$ cat src/rtl/core/apbb_pkg.sv
// package: shared types and constants of the affine bounding box block
`default_nettype none

package apbb_pkg;

  localparam int COORD_WIDTH_DEF = 32;
  localparam int DATA_W          = 32;
  localparam int REG_ADDR_W      = 5;
  localparam int FRAC_W          = 16;
  localparam int PROD_W          = 2 * DATA_W;
  localparam int TERM_W          = PROD_W - FRAC_W;
  localparam int SUM_W           = TERM_W + 2;

  typedef enum logic [2:0] {
    REG_COEF_A   = 3'd0,
    REG_COEF_B   = 3'd1,
    REG_COEF_C   = 3'd2,
    REG_COEF_D   = 3'd3,
    REG_OFFSET_E = 3'd4,
    REG_OFFSET_F = 3'd5
  } reg_idx_t;

  localparam logic [DATA_W-1:0] COEF_ONE  = DATA_W'(65536);
  localparam logic [DATA_W-1:0] COEF_ZERO = '0;

  typedef struct packed {
    logic [DATA_W-1:0] coef_a;
    logic [DATA_W-1:0] coef_b;
    logic [DATA_W-1:0] coef_c;
    logic [DATA_W-1:0] coef_d;
    logic [DATA_W-1:0] offset_e;
    logic [DATA_W-1:0] offset_f;
  } matrix_t;

endpackage

`default_nettype wire

$ cat src/rtl/core/apbb_regs.sv
// apb register file holding the affine matrix
`default_nettype none

module apbb_regs (
  input  wire logic                              clk,
  input  wire logic                              rst,
  input  wire logic                              psel,
  input  wire logic                              penable,
  input  wire logic                              pwrite,
  input  wire logic [apbb_pkg::REG_ADDR_W-1:0]   paddr,
  input  wire logic [apbb_pkg::DATA_W-1:0]       pwdata,
  output logic      [apbb_pkg::DATA_W-1:0]       prdata,
  output apbb_pkg::matrix_t                      matrix
);

  apbb_pkg::reg_idx_t idx;
  logic               wr_en;

  assign idx   = apbb_pkg::reg_idx_t'(paddr[apbb_pkg::REG_ADDR_W-1:2]);
  assign wr_en = psel && penable && pwrite;

  always_ff @(posedge clk) begin
    if (rst) begin
      matrix.coef_a   <= apbb_pkg::COEF_ONE;
      matrix.coef_b   <= apbb_pkg::COEF_ZERO;
      matrix.coef_c   <= apbb_pkg::COEF_ZERO;
      matrix.coef_d   <= apbb_pkg::COEF_ONE;
      matrix.offset_e <= apbb_pkg::COEF_ZERO;
      matrix.offset_f <= apbb_pkg::COEF_ZERO;
    end else if (wr_en) begin
      unique case (idx)
        apbb_pkg::REG_COEF_A:   matrix.coef_a   <= pwdata;
        apbb_pkg::REG_COEF_B:   matrix.coef_b   <= pwdata;
        apbb_pkg::REG_COEF_C:   matrix.coef_c   <= pwdata;
        apbb_pkg::REG_COEF_D:   matrix.coef_d   <= pwdata;
        apbb_pkg::REG_OFFSET_E: matrix.offset_e <= pwdata;
        apbb_pkg::REG_OFFSET_F: matrix.offset_f <= pwdata;
        default: ;
      endcase
    end
  end

  always_comb begin
    unique case (idx)
      apbb_pkg::REG_COEF_A:   prdata = matrix.coef_a;
      apbb_pkg::REG_COEF_B:   prdata = matrix.coef_b;
      apbb_pkg::REG_COEF_C:   prdata = matrix.coef_c;
      apbb_pkg::REG_COEF_D:   prdata = matrix.coef_d;
      apbb_pkg::REG_OFFSET_E: prdata = matrix.offset_e;
      apbb_pkg::REG_OFFSET_F: prdata = matrix.offset_f;
      default:                prdata = '0;
    endcase
  end

endmodule

`default_nettype wire

$ cat config.mk
export PLATFORM = sky130hd
export DESIGN_NAME = apbb_regs
export DESIGN_NICKNAME = d
export VERILOG_FILES = /design/src/rtl/core/apbb_pkg.sv /design/src/rtl/core/apbb_regs.sv
export SDC_FILE = /design/constraint.sdc
export NUM_CORES = 1
export LEC_CHECK = 0
export ABC_CLOCK_PERIOD_IN_PS = 1600
export BUFFER_PORTS_ARGS = -buffer_cell sky130_fd_sc_hd__buf_2
export CAP_MARGIN = 20
export CORE_MARGIN = 1.5
export CORE_UTILIZATION = 52
export DETAILED_ROUTE_END_ITERATION = 10
export PLACE_DENSITY = 0.87
export SETUP_SLACK_MARGIN = 0.1
export SLEW_MARGIN = 5
export SYNTH_ARGS = -nofsm -noshare
export SYNTH_HDL_FRONTEND = slang
export SYNTH_SLANG_ARGS = --single-unit
$ cat constraint.sdc
create_clock -name clk -period 1.6 [get_ports clk]
set_clock_uncertainty 0.15 [all_clocks]
set_input_delay 0.08 -clock clk [delete_from_list [all_inputs] [get_ports clk]]
set_output_delay 0.08 -clock clk [all_outputs]
set_load 0.02 [all_outputs]
==> results.yml <==
logic_synthesis:
  syn-num-nets: 902
  syn-cell-area_um2: 9120
  avgSynthCellArea_um2: 10.6
  synth_edf_count: 0
  ys_ff_latch: 192
  synth.yosys.warnings: 0
  synthSimpleGateAreaFrac: 0.173
  synth_seq_area_share: 0.422
  synth_fa_ha_area_frac: 0
  synthXorXnorAreaFrac: 0
  synth_cell_types: 30
  async_flop_share: 0
  yosys_most_used_dff: "dfxtp_1"
  synth_compound_area_frac: 0.0582
  synth_cells: 860
  muxShareOfSynthArea: 0.298
  synth_top_family_by_area: "multiplexers"
routing:
  firstDrtPassIters: 5
  drt-vias-per-instance: 5.53
  wirelength_um: 29200
  drc_errors: 0
  wl_per_cell_um: 19.9
  ant_nets: 0
  vias: 8104
  dr.first_iter.drc_count: 392
place:
  dpl-instance-area_um2: 10900
  place.gp.congestion: 0.845
  io_buffers: 263
  dp_hpwl_um: 18400
final_layout:
  top_regs: "matrix x192"
  multi_input_area_um2: 5170
  final_area_um2: 12900
  top_register: "matrix"
  largest_register_ffs: 192
  drive_gt1_frac: 0.481
  syn2layout_area_growth_pct: 41.6
  final-seq-area_um2: 3940
  nFillCells: 1140
  layout.nets: 1269
  antenna_cells: 0
run_status:
  violations: "negative setup slack"
  status: "finished, violations left"
floorplan:
  fp.coreArea_um2: 17200
  die_h_um: 135
  fp-row-count: 48
  die_w_um: 135
  io_pins: 266
  die_area_um2: 18300
  initial_core_util: 0.529
grt:
  grt_use_total: 0.310
  grt_pass1_wl_um: 43600
  grt_pass1_vias: 7996
  grt_max_degree: 78
  antenna_found_initial: 0
  grt_overflow_total: 0
timing:
  finalHoldWorstSlack_ns: 0.104
  rsz0062_at_grt: "true"
  hold_viol: 0
  slew_violations: 0
  tightest_slew_ns: 0.715
  timing.final.ws_setup_ns: -0.156
  setup_viol: 22
  period_minus_slack_ns: 1.76
  relSlewSlack: 0.523
  max_freq_mhz: 569
  finalCritPeriodShare: 1.10
clock_network:
  cts_root_buffer: "clkbuf_16"
  worstSkewPairLatency_ns: 0.42
  clock-sinks: 192
  cts_buffers: 17
  clockBufferDepth: 2
  h-tree-depth: 4
  cts_tree: "yes"
  clk_pin_slew_worst_paths_ns: 0.07
critical_path:
  critical-path-slowest-cell: "dfxtp_2"
  crit_path_max_incr_delay_ns: 0.33
  worstPathMaxFanout: 2
  cp_data_arrival_time_ns: 1.53
  cp-end-kind: "primary output"
  start_kind: "register"
  cp_top_family: "compound AO/OA/AOI/OAI gates"
  path_class: "register to primary output"
  worst_ep_required_time_ns: 1.37
  crit_chain: "mux2_4 > a221oi_2 > a21oi_1 > buf_4"
  critPathBufInv: 1
power:
  total_power_mw: 10.4
  power_density_nw_per_um2: 809
  p_leak_nw: 6.78
  peakVddDrop_mv: 0.717
min_path:
  hold_path_class: "input pin to register"
job:
  max_cap_viol_count: 0
[worst reg2reg max path, cell delays in order, from the launching register on]
cell	delay, ns
dfxtp_2	0.32
buf_4	0.13
buf_4	0.13
nand2b_1	0.07
mux2i_1	0.07
[through the flow]
stage	instances	TNS, ns	setup WS [ns]	utilization
finish	1465	-1.92	-0.156	0.749
global route	1465	-3.24	-0.206	0.749
CTS	1453	-2.02	-0.160	0.737
detailed placement	1329	-0.870	-0.105	0.630
global placement	1329	-0.0472	-0.0394	0.630
floorplan	860	0	0.203	-
[Yosys cell counts (2+ instances only)]
master | n | area share
a21oi_1 | 4 | 0.0022
a221o_1 | 10 | 0.011
a221oi_1 | 4 | 0.0038
a22oi_1 | 12 | 0.0099
a32oi_1 | 8 | 0.0077
and2_1 | 3 | 0.0021
buf_1 | 2 | 0.00082
buf_2 | 9 | 0.0049
buf_4 | 16 | 0.013
buf_6 | 7 | 0.0086
buf_8 | 2 | 0.0033
clkbuf_1 | 32 | 0.013
dfxtp_1 | 192 | 0.42
inv_1 | 11 | 0.0045
mux2_2 | 44 | 0.054
mux2i_1 | 222 | 0.24
nand2_1 | 11 | 0.0045
nand2_2 | 4 | 0.0027
nand2b_1 | 224 | 0.15
nor2_1 | 5 | 0.0021
nor2b_1 | 4 | 0.0027
o21ai_0 | 8 | 0.0044
o221ai_1 | 10 | 0.0096
o32ai_1 | 10 | 0.0096
[cell families (layout without fill, tap and decap cells)]
family	count (synthesis)	in the layout
and+or+nand+nor	256	256
AOI/OAI and AO/OA	66	66
muxes	266	266
DFF	192	192
buffers and inverters	80	460
[cells in the final DEF (no fill, tap or decap), types with 3 or more instances in the layout]
cell,count
o32ai_2,7
dfxtp_1,112
dfxtp_2,80
o21ai_1,8
buf_2,230
mux2_2,17
a22oi_2,9
dlygate4sd3_1,32
a21oi_1,4
buf_12,13
a22oi_1,3
o32ai_1,3
mux2i_1,219
buf_4,132
and2_1,3
mux2i_2,3
buf_6,10
inv_6,5
a221oi_2,4
mux2_4,27
o221ai_2,10
inv_1,11
bufinv_16,4
a32oi_1,6
a221o_1,10
nor2_1,5
clkbuf_16,17
nand2_2,15
nand2b_1,224
[final timing paths]
check | startpoint | end | slack [ns] | depth (start not counted)
worst min-delay path | rst | matrix[176] | 0.10 | 4
worst min register to register | matrix[162] | matrix[162] | 0.33 | 2
worst max-delay path | matrix[186] | prdata[26] | -0.16 | 4
worst max register to register | matrix[91] | matrix[91] | 0.61 | 4
[metal layers]
layer	wire (um)	track usage
met2	14300	0.521
met3	2060	0.0823
met4	918	0.134
met1	11900	0.375
met5	0	0
[power breakdown]
group          switching, mW  internal, mW  leakage, nW
clock                   1.96          2.70        0.314
sequential            0.0280          4.81         1.59
combinational          0.513         0.433         4.87
total                   2.51          7.94         6.78
[area by class of cell]
class,count,area share
multi-input cells,588,0.400
repair buffers,417,0.220
flip-flops and latches,192,0.305
inverters,11,0.00320
clock buffers,18,0.0340
well taps,225,0.0218
clock inverters,14,0.0156
[repair_timing]
| action | 4_1_cts | 5_1_grt |
|---|---|---|
| gates resized for setup | 163 | 36 |
| buffers inserted | 60 | 12 |
| hold buffers | 32 | 0 |
| pin swaps | 23 | 13 |
| hold endpoints to repair | 192 | 0 |
| setup endpoints to repair | 32 | 32 |
(Power assumes the default switching activity.)
