==> config.mk <==
export PLATFORM = sky130hd
export DESIGN_NAME = apbb_track
export DESIGN_NICKNAME = d
export VERILOG_FILES = /design/src/rtl/core/apbb_pkg.sv /design/src/rtl/core/apbb_track.sv
export SDC_FILE = /design/constraint.sdc
export NUM_CORES = 1
export LEC_CHECK = 0
export BUFFER_PORTS_ARGS = -buffer_cell sky130_fd_sc_hd__buf_2
export CAP_MARGIN = 40
export CORE_MARGIN = 5
export CORE_UTILIZATION = 57
export CTS_CLUSTER_SIZE = 14
export DETAILED_ROUTE_END_ITERATION = 10
export GPL_TIMING_DRIVEN = 0
export PLACE_DENSITY = 0.8
export REMOVE_ABC_BUFFERS = 1
export SETUP_SLACK_MARGIN = 0.5
export SLEW_MARGIN = 20
export SYNTH_ARGS = -nofsm -noshare
export SYNTH_HDL_FRONTEND = slang
export SYNTH_SLANG_ARGS = --single-unit
==> constraint.sdc <==
create_clock -name clk -period 5.74 [get_ports clk]
set_input_delay 1.435 -clock clk [delete_from_list [all_inputs] [get_ports clk]]
set_output_delay 1.435 -clock clk [all_outputs]
set_load 0.01 [all_outputs]
==> src/rtl/core/apbb_pkg.sv <==
// package: shared types and constants of the affine bounding box block
`default_nettype none

package apbb_pkg;

  localparam int COORD_WIDTH_DEF = 32;
  localparam int DATA_W          = 32;
  localparam int REG_ADDR_W      = 5;
  localparam int FRAC_W          = 16;
  localparam int PROD_W          = 2 * DATA_W;
  localparam int TERM_W          = PROD_W - FRAC_W;
  localparam int SUM_W           = TERM_W + 2;

  typedef enum logic [2:0] {
    REG_COEF_A   = 3'd0,
    REG_COEF_B   = 3'd1,
    REG_COEF_C   = 3'd2,
    REG_COEF_D   = 3'd3,
    REG_OFFSET_E = 3'd4,
    REG_OFFSET_F = 3'd5
  } reg_idx_t;

  localparam logic [DATA_W-1:0] COEF_ONE  = DATA_W'(65536);
  localparam logic [DATA_W-1:0] COEF_ZERO = '0;

  typedef struct packed {
    logic [DATA_W-1:0] coef_a;
    logic [DATA_W-1:0] coef_b;
    logic [DATA_W-1:0] coef_c;
    logic [DATA_W-1:0] coef_d;
    logic [DATA_W-1:0] offset_e;
    logic [DATA_W-1:0] offset_f;
  } matrix_t;

endpackage

`default_nettype wire

==> src/rtl/core/apbb_track.sv <==
// running min/max tracker and result register
`default_nettype none

module apbb_track #(
  parameter int COORD_WIDTH = apbb_pkg::COORD_WIDTH_DEF
) (
  input  wire logic                                clk,
  input  wire logic                                rst,
  input  wire logic                                sum_valid,
  output logic                                     sum_ready,
  input  wire logic signed [COORD_WIDTH-1:0]       sum_x,
  input  wire logic signed [COORD_WIDTH-1:0]       sum_y,
  input  wire logic                                sum_last,
  output logic                                     out_valid,
  input  wire logic                                out_ready,
  output logic signed [apbb_pkg::DATA_W-1:0]       min_x,
  output logic signed [apbb_pkg::DATA_W-1:0]       min_y,
  output logic signed [apbb_pkg::DATA_W-1:0]       max_x,
  output logic signed [apbb_pkg::DATA_W-1:0]       max_y
);

  localparam int DW = apbb_pkg::DATA_W;

  logic                          seen_any;
  logic signed [COORD_WIDTH-1:0] low_x, low_y, high_x, high_y;
  logic signed [COORD_WIDTH-1:0] low_x_next, low_y_next, high_x_next, high_y_next;
  logic                          take;

  // only a closing point needs the result register free
  assign sum_ready = !sum_last || !out_valid || out_ready;
  assign take      = sum_valid && sum_ready;

  // first point of a set seeds all four; ties keep the stored value
  always_comb begin
    low_x_next  = (!seen_any || sum_x < low_x)  ? sum_x : low_x;
    high_x_next = (!seen_any || sum_x > high_x) ? sum_x : high_x;
    low_y_next  = (!seen_any || sum_y < low_y)  ? sum_y : low_y;
    high_y_next = (!seen_any || sum_y > high_y) ? sum_y : high_y;
  end

  always_ff @(posedge clk) begin
    if (rst) begin
      seen_any <= 1'b0;
      low_x    <= '0;
      low_y    <= '0;
      high_x   <= '0;
      high_y   <= '0;
    end else if (take) begin
      if (sum_last) begin
        seen_any <= 1'b0;
        low_x    <= '0;
        low_y    <= '0;
        high_x   <= '0;
        high_y   <= '0;
      end else begin
        seen_any <= 1'b1;
        low_x    <= low_x_next;
        low_y    <= low_y_next;
        high_x   <= high_x_next;
        high_y   <= high_y_next;
      end
    end
  end

  always_ff @(posedge clk) begin
    if (rst) begin
      out_valid <= 1'b0;
    end else if (take && sum_last) begin
      out_valid <= 1'b1;
    end else if (out_ready) begin
      out_valid <= 1'b0;
    end
  end

  // narrow coordinates sign-extend, wide ones keep their low word
  always_ff @(posedge clk) begin
    if (take && sum_last) begin
      min_x <= DW'(low_x_next);
      min_y <= DW'(low_y_next);
      max_x <= DW'(high_x_next);
      max_y <= DW'(high_y_next);
    end
  end

endmodule

`default_nettype wire

==> results of run 1 <==
[worst paths after layout]
path | startpoint | end | slack [ns]
max reg2reg | high_x[31] | max_x[14] | 1.81
min | low_y[31] | low_y[31] | 0.48
max | sum_x[31] | max_x[14] | 1.17
min reg2reg | low_y[31] | low_y[31] | 0.48
[placed cells by master, fill, tap and decap left out, types with 6 or more instances in the layout]
| cell type | n |
|---|---|
| inv_1 | 131 |
| o32ai_1 | 32 |
| edfxtp_1 | 128 |
| mux2_2 | 127 |
| clkbuf_16 | 30 |
| buf_4 | 7 |
| nand4_1 | 24 |
| nor3_1 | 6 |
| clkbuf_8 | 7 |
| nor2b_1 | 8 |
| ha_1 | 126 |
| nand3_1 | 12 |
| a21o_1 | 15 |
| o21ai_0 | 17 |
| o2bb2ai_1 | 32 |
| nand2_1 | 58 |
| a21oi_1 | 54 |
| dfxtp_1 | 130 |
| nor2_1 | 10 |
| a32o_1 | 64 |
| buf_2 | 198 |
| buf_6 | 7 |
[flip-flops by register name, summed over array words and instances (netlist names)]
name / cells
high_x: 32
high_y: 32
low_x: 32
low_y: 32
max_x: 32
max_y: 32
min_x: 32
min_y: 32
out_valid: 1
seen_any: 1
[through the flow]
step                setup slack [ns]  hold slack [ns]  utilization [%]  TNS [ns]  area [um^2]
floorplan                     -1.495           0.4484                -   -185.43        12640
global placement              -6.303           0.4643            62.36   -941.25        13990
detailed placement            0.7066           0.4717            64.47         0        14460
CTS                            1.241           0.4833            68.70         0        15410
global route                   1.079           0.5002            68.70         0        15410
finish                         1.173           0.4840            68.71         0        15410
[cells by family (layout without fill, tap and decap cells)]
kind of cell               count (synthesis)  count (layout)  synth area share [%]
muxes                                    130             130                 11.37
adders and majority gates                126             126                 12.23
DFF                                      258             258                 50.00
and+or+nand+nor                          142             142                 5.455
other                                      0               1                     0
AOI/OAI and AO/OA                        245             245                 15.20
buffers and inverters                    183             405                 5.746
[per-layer routing]
metal / track usage, % / wire (um) / vias up
met5: 0 / 12 / -
met1: 28.87 / 12920 / 4516
met3: 4.568 / 1820 / 37
met2: 39.12 / 14590 / 254
li1: - / - / 4540
met4: 5.084 / 486 / 2
[report_power, final]
part / internal (mW) / switching, mW
Combinational: 0.295 / 0.360
Clock: 1.12 / 0.717
Sequential: 2.04 / 0.0426
[cell type report]
| type | count | share of cell area [%] |
|---|---|---|
| Sequential cell | 258 | 41.82 |
| Multi-Input combinational cell | 643 | 37.30 |
| Inverter | 131 | 3.190 |
| Timing Repair Buffer | 226 | 9.213 |
| Clock inverter | 7 | 0.5601 |
| Antenna cell | 1 | 0.01623 |
| Clock buffer | 41 | 5.593 |
| Tap cell | 285 | 2.313 |
==> results.py, run 1 <==
metrics = {
    "logic_synthesis": {
        "synthFlopType": "dfxtp_1",
        "netlist_top_cells_count": "131 x inv_1, 130 x dfxtp_1, 128 x edfxtp_1, 128 x mux2_2, 126 x ha_1",
        "synth-seq-area-share_pct": 50.00,
        "synth_area_um2": 12890,
        "yosysMostFrequentCell": "inv_1",
        "synth_edf_count": 128,
        "ys_types": 47,
        "synthArstFlopShare_pct": 0,
        "ys_top_cells_by_area": "edfxtp_1 30%, dfxtp_1 20%, ha_1 12%, mux2_2 11%, a32o_1 5.0%",
        "synth.top_cell.area_share_pct": 29.82,
        "yosys.area.top_type": "edfxtp_1",
        "syn_area_per_cell_um2": 11.89,
        "syn_inst": 1084,
        "synth_seq_cells": 258,
        "yosysWarnings": 0,
    },
    "timing": {
        "clock.fmax_mhz": 218.9,
        "finalHoldViolations": 0,
        "worst_slew_pin_slew_ns": 0.8237,
        "fin_crit_ns": 4.567,
        "finalSetupViolCount": 0,
        "rsz0062_at_grt": "false",
        "clock_skew_ns": 0.02312,
        "post-route-period-util_pct": 79.57,
        "final_max_slew_viol_count": 0,
        "slew_headroom_pct": 44.84,
    },
    "pwr": {
        "power.density_nw_per_um2": 296.8,
        "leakage_nw": 5.970,
        "vdd_drop_max_mv": 0.1962,
        "finalPower_mw": 4.576,
    },
    "finish": {
        "area_delta_synth_final_pct": 19.58,
        "fillers": 1620,
        "nNetsFinal": 1481,
        "register_area_um2": 6446,
        "fin_cells": 1592,
        "multi_input_area_um2": 5749,
        "final_layout_size_suffix_gt1_share_pct": 31.16,
    },
    "clock_network": {
        "path_clk_slew_ns": 0.07,
        "cts_resized": 0,
        "ctsHoldBuffers": 0,
        "cts_root_buf": "clkbuf_16",
        "cts_max_level": 1,
        "clock_sink_count": 258,
        "cts.path.max_buffers": 3,
        "cts_setup_buffers": 0,
        "cts_made_buffers": 26,
        "insertion_delay_ns": 0.54,
        "cts_tree": "done",
    },
    "grt": {
        "grt_max_degree": 65,
        "grt_usage_pct": 22.41,
        "gr-total-overflow": 0,
        "antenna_found_initial": 1,
        "grt_pass1_wl_um": 48370,
        "grt_pass1_vias": 9495,
    },
    "hold_path": {
        "hold_class": "reg2reg",
        "min_path_cells": 1,
    },
    "floorplan": {
        "core-area_um2": 22430,
        "core.rowCount": 55,
        "pin_count": 199,
        "die_y_um": 160.4,
        "initial_core_util_pct": 57.46,
        "die_w_um": 160.4,
        "dieArea_um2": 25720,
    },
    "outcome": {
        "status": "finished clean",
    },
    "detailed_routing": {
        "routedWlPerCell_um": 18.74,
        "drcViolationCount": 0,
        "drt_iter0_drc": 474,
        "totalWireLength_um": 29830,
        "num_vias": 9349,
        "detail-route-antenna-nets": 0,
        "firstDrtPassIters": 4,
        "via_per_inst": 5.872,
    },
    "critical_path": {
        "critPathCaptureType": "flip-flop",
        "criticalPathCategory": "in2reg",
        "path_buf_inv": 3,
        "worstSetupPathDepth": 10,
        "critPathRequiredTime_ns": 6.00,
        "slowest_delay_ns": 0.66,
        "path_cells": "buf_2 > ha_1 > nand4_1 > or4_1 > a211oi_2 > a2111oi_1 > a221oi_4 > buf_6 > buf_6 > mux2_2",
        "critPathTopFamily": "compound AO/OA/AOI/OAI gates",
        "start_kind": "input port",
        "worstPathMaxFanout": 19,
        "worst-endpoint-arrival_ns": 4.83,
        "reg2regPathDepth": 10,
        "slowest_stage": "or4_1",
        "critPathMostFrequentCell": "buf_6",
    },
    "placement": {
        "gp_congestion": 0.8172,
        "dp_cells": 1543,
        "dp_hpwl_um": 20980,
        "io_buffers": 198,
    },
    "run": {
        "maxCapViolCount": 0,
    },
}
Note: power is estimated with default switching activity, not from simulation.
==> run 2, diff against run 1 <==
--- a/config.mk
+++ b/config.mk
@@ -5,14 +5,15 @@
 export SDC_FILE = /design/constraint.sdc
 export NUM_CORES = 1
 export LEC_CHECK = 0
+export ABC_AREA = 1
 export BUFFER_PORTS_ARGS = -buffer_cell sky130_fd_sc_hd__buf_2
 export CAP_MARGIN = 40
 export CORE_MARGIN = 5
-export CORE_UTILIZATION = 57
+export CORE_UTILIZATION = 53
 export CTS_CLUSTER_SIZE = 14
 export DETAILED_ROUTE_END_ITERATION = 10
 export GPL_TIMING_DRIVEN = 0
-export PLACE_DENSITY = 0.8
+export PLACE_DENSITY = 0.77
 export REMOVE_ABC_BUFFERS = 1
 export SETUP_SLACK_MARGIN = 0.5
 export SLEW_MARGIN = 20
==> constraint.sdc (replaced) <==
create_clock -name clk -period 4.2 [get_ports clk]
set_input_delay 1.05 -clock clk [delete_from_list [all_inputs] [get_ports clk]]
set_output_delay 1.05 -clock clk [all_outputs]
set_load 0.01 [all_outputs]
==> run 2 against run 1 <==
Sequential share of layout area down 3.1 points. Total power up 42%. Hold slack worse by 0.021 ns. Cell area up 8.2%. Clock-buffer cell count unchanged. Utilization down 6.5 points. Clock power up 34%. Routed wire length up 25%. First-iteration DRC count up 120%. Via count up 34%. Register-to-register slack worse by 0.87 ns.
==> results.py, run 2 <==
metrics = {
    "grt": {
        "grt_usage_pct": 23.60,
        "antenna_found_initial": 4,
        "grt_pass1_vias": 12286,
        "grt_pass1_wl_um": 59860,
        "grt_max_degree": 79,
        "gr-total-overflow": 0,
    },
    "critical_path": {
        "r2r_slack_ns": 0.94,
        "start_kind": "input port",
        "slowest_stage": "nand2_4",
        "reg2reg_to": "max_y[27]",
        "slowest_delay_ns": 0.58,
        "reg2regPathDepth": 13,
        "worstPathMaxFanout": 33,
        "worst-endpoint-arrival_ns": 3.81,
        "criticalPathCategory": "in2reg",
        "critPathRequiredTime_ns": 4.49,
        "critPathMostFrequentCell": "nand2_1",
        "rr_startpoint": "high_y[21]",
        "path_cells": "buf_2 > ha_1 > a21oi_1 > nor2_1 > nor2_1 > nand3_1 > a21oi_1 > nand2_1 > nand2_1 > nand3_4 > nand2_4 > nand2_1 > and2_1",
        "critPathCaptureType": "flip-flop",
    },
    "pwr": {
        "combPwrFrac_pct": 18.1,
        "seqPwrFrac_pct": 44.1,
        "leakage_nw": 7.022,
        "finalPower_mw": 6.505,
        "vdd_drop_max_mv": 0.2626,
        "p_sw_mw": 1.839,
        "switching_share_pct": 28.28,
        "p_int_mw": 4.665,
        "p_clk_share_pct": 37.8,
        "power.density_nw_per_um2": 390.1,
    },
    "finish": {
        "area_delta_synth_final_pct": 16.59,
        "layout_common_cells": "386 x nand2_1, 225 x inv_1, 204 x nand3_1",
        "final_common_cell": "nand2_1",
        "nNetsFinal": 2103,
        "diodes": 0,
        "final_layout_size_suffix_gt1_share_pct": 14.25,
    },
    "hold_path": {
        "hp-start": "high_y[28]",
        "hold_class": "reg2reg",
        "min_path_cells": 2,
        "worstHoldEndpoint": "high_y[28]",
    },
    "logic_synthesis": {
        "netlist_top_cells_count": "389 x nand2_1, 226 x inv_1, 205 x nand3_1",
        "synth-seq-area-share_pct": 45.07,
        "ys_top_cells_by_area": "edfxtp_1 27%, dfxtp_1 18%, ha_1 11%, nand2_1 10%, nand3_1 7.2%",
        "synth_seq_cells": 258,
        "synth_area_um2": 14300,
        "synthFlopType": "dfxtp_1",
        "syn_inst": 1752,
        "yosysWarnings": 0,
        "synth.top_cell.area_share_pct": 26.87,
        "synth_edf_count": 128,
        "yosysMostFrequentCell": "nand2_1",
        "syn_area_per_cell_um2": 8.164,
        "synthArstFlopShare_pct": 0,
        "yosys.area.top_type": "edfxtp_1",
        "ys_types": 26,
    },
    "detailed_routing": {
        "firstDrtPassIters": 5,
        "num_vias": 12535,
        "via_per_inst": 5.520,
        "routedWlPerCell_um": 16.47,
        "drt_iter0_drc": 1063,
        "detail-route-antenna-nets": 0,
        "totalWireLength_um": 37410,
        "drcViolationCount": 0,
    },
    "run": {
        "maxCapViolCount": 0,
    },
    "floorplan": {
        "dieArea_um2": 30370,
        "initial_core_util_pct": 53.37,
        "die_w_um": 174.3,
        "core-area_um2": 26800,
        "die_y_um": 174.3,
        "core.rowCount": 60,
        "pin_count": 199,
    },
    "clock_network": {
        "cts_root_buf": "clkbuf_16",
        "ctsHoldBuffers": 0,
        "clock_sink_count": 258,
        "path_clk_slew_ns": 0.06,
        "insertion_delay_ns": 0.54,
        "cts_max_level": 1,
        "cts_made_buffers": 28,
        "cts.path.max_buffers": 3,
        "cts_tree": "done",
    },
    "timing": {
        "clock.fmax_mhz": 284.0,
        "clock_skew_ns": 0.01576,
        "fin_crit_ns": 3.522,
        "hold_ws_ns": 0.4632,
        "fin_ws_ns": 0.6783,
        "finalHoldViolations": 0,
        "post-route-period-util_pct": 83.85,
        "rsz0062_at_grt": "false",
        "slew_headroom_pct": 46.54,
        "finalSetupViolCount": 0,
        "final_max_slew_viol_count": 0,
        "worst_slew_pin_slew_ns": 0.7990,
    },
    "outcome": {
        "status": "finished clean",
    },
    "placement": {
        "dp_hpwl_um": 24810,
        "io_buffers": 198,
        "place_worst_setup_slack_ns": -0.08082,
        "gp_congestion": 0.8189,
    },
}
[run 2: cell types whose count changed in the layout (fill, tap and decap cells not counted), sizes merged, moves of 99 or more]
cell   delta
a21oi   +129
nand2   +333
mux2    -128
inv      +99
nand3   +196
and2    +127
[run 2: repair_timing]
| action | in CTS | in global routing |
|---|---|---|
| gates resized for setup | 0 | 2 |
| buffers inserted | 0 | 0 |
| endpoints found under the setup margin | 0 | 65 |
[run 2: cell families (layout without fill, tap and decap cells)]
group / count (synthesis) / count (layout) / synth area share [%]
buffers and inverters: 315 / 493 / 8.651
flip-flops: 258 / 258 / 45.07
adder cells (fa/ha/maj): 126 / 126 / 11.02
AND/OR/NAND/NOR: 848 / 848 / 28.00
AO/OA/AOI/OAI: 205 / 205 / 7.260
[run 2: cell type report]
type,instances,area (um^2)
multi-input cells,1179,6655
clock buffers,41,822.0
well taps,341,426.7
flip-flops and latches,258,6450
repair buffers,213,1365
inverters,228,860.8
fillers,2222,10120
clock inverters,11,96.34
[run 2: power by group through the flow]
stage / clock network (mW) / logic [mW] / registers [mW]
2_1_floorplan: 0 / 0.665 / 2.97
3_3_place_gp: 0 / 1.08 / 2.95
3_5_place_dp: 0 / 1.16 / 2.92
4_1_cts: 2.52 / 1.17 / 2.87
5_1_grt: 2.62 / 1.31 / 2.88
6_report: 2.46 / 1.17 / 2.87
[run 2: how the worst max path moves through the flow]
stage / start / endpoint / slack (ns) / cells after the start
2_1_floorplan: out_ready / high_x[0] / -3.76 / 8
3_3_place_gp: out_ready / low_y[14] / -10.69 / 9
3_5_place_dp: sum_x[23] / max_x[23] / -0.08 / 13
4_1_cts: sum_x[23] / max_x[23] / 0.50 / 13
5_1_grt: sum_x[19] / low_x[6] / 0.52 / 14
6_report: sum_y[21] / max_y[27] / 0.68 / 13
[run 2: worst max-delay path: cells and delay by family]
family                   cells  cell delay [ns]
AO/OA/AOI/OAI                2             0.47
AND/OR/NAND/NOR              9             1.82
buffers and inverters        1             0.12
adder cells (fa/ha/maj)      1             0.30
[run 2: layer usage]
metal / track usage, % / share of wire [%] / up-vias
met5: 0 / 0.16 / -
met4: 8.017 / 2.8 / 8
met3: 4.654 / 7.5 / 83
met2: 42.10 / 49 / 471
met1: 28.48 / 40 / 5824
li1: - / - / 6149
[run 2: per-stage QoR]
stage | util, % | instance area [um^2] | TNS [ns] | instances
4_1_cts | 62.18 | 16670 | 0 | 2271
6_report | 62.22 | 16680 | 0 | 2271
2_1_floorplan | - | 13920 | -746.54 | 1665
3_5_place_dp | 58.76 | 15750 | -0.4935 | 2219
5_1_grt | 62.22 | 16680 | 0 | 2271
3_3_place_gp | 57.24 | 15340 | -2311.33 | 2204
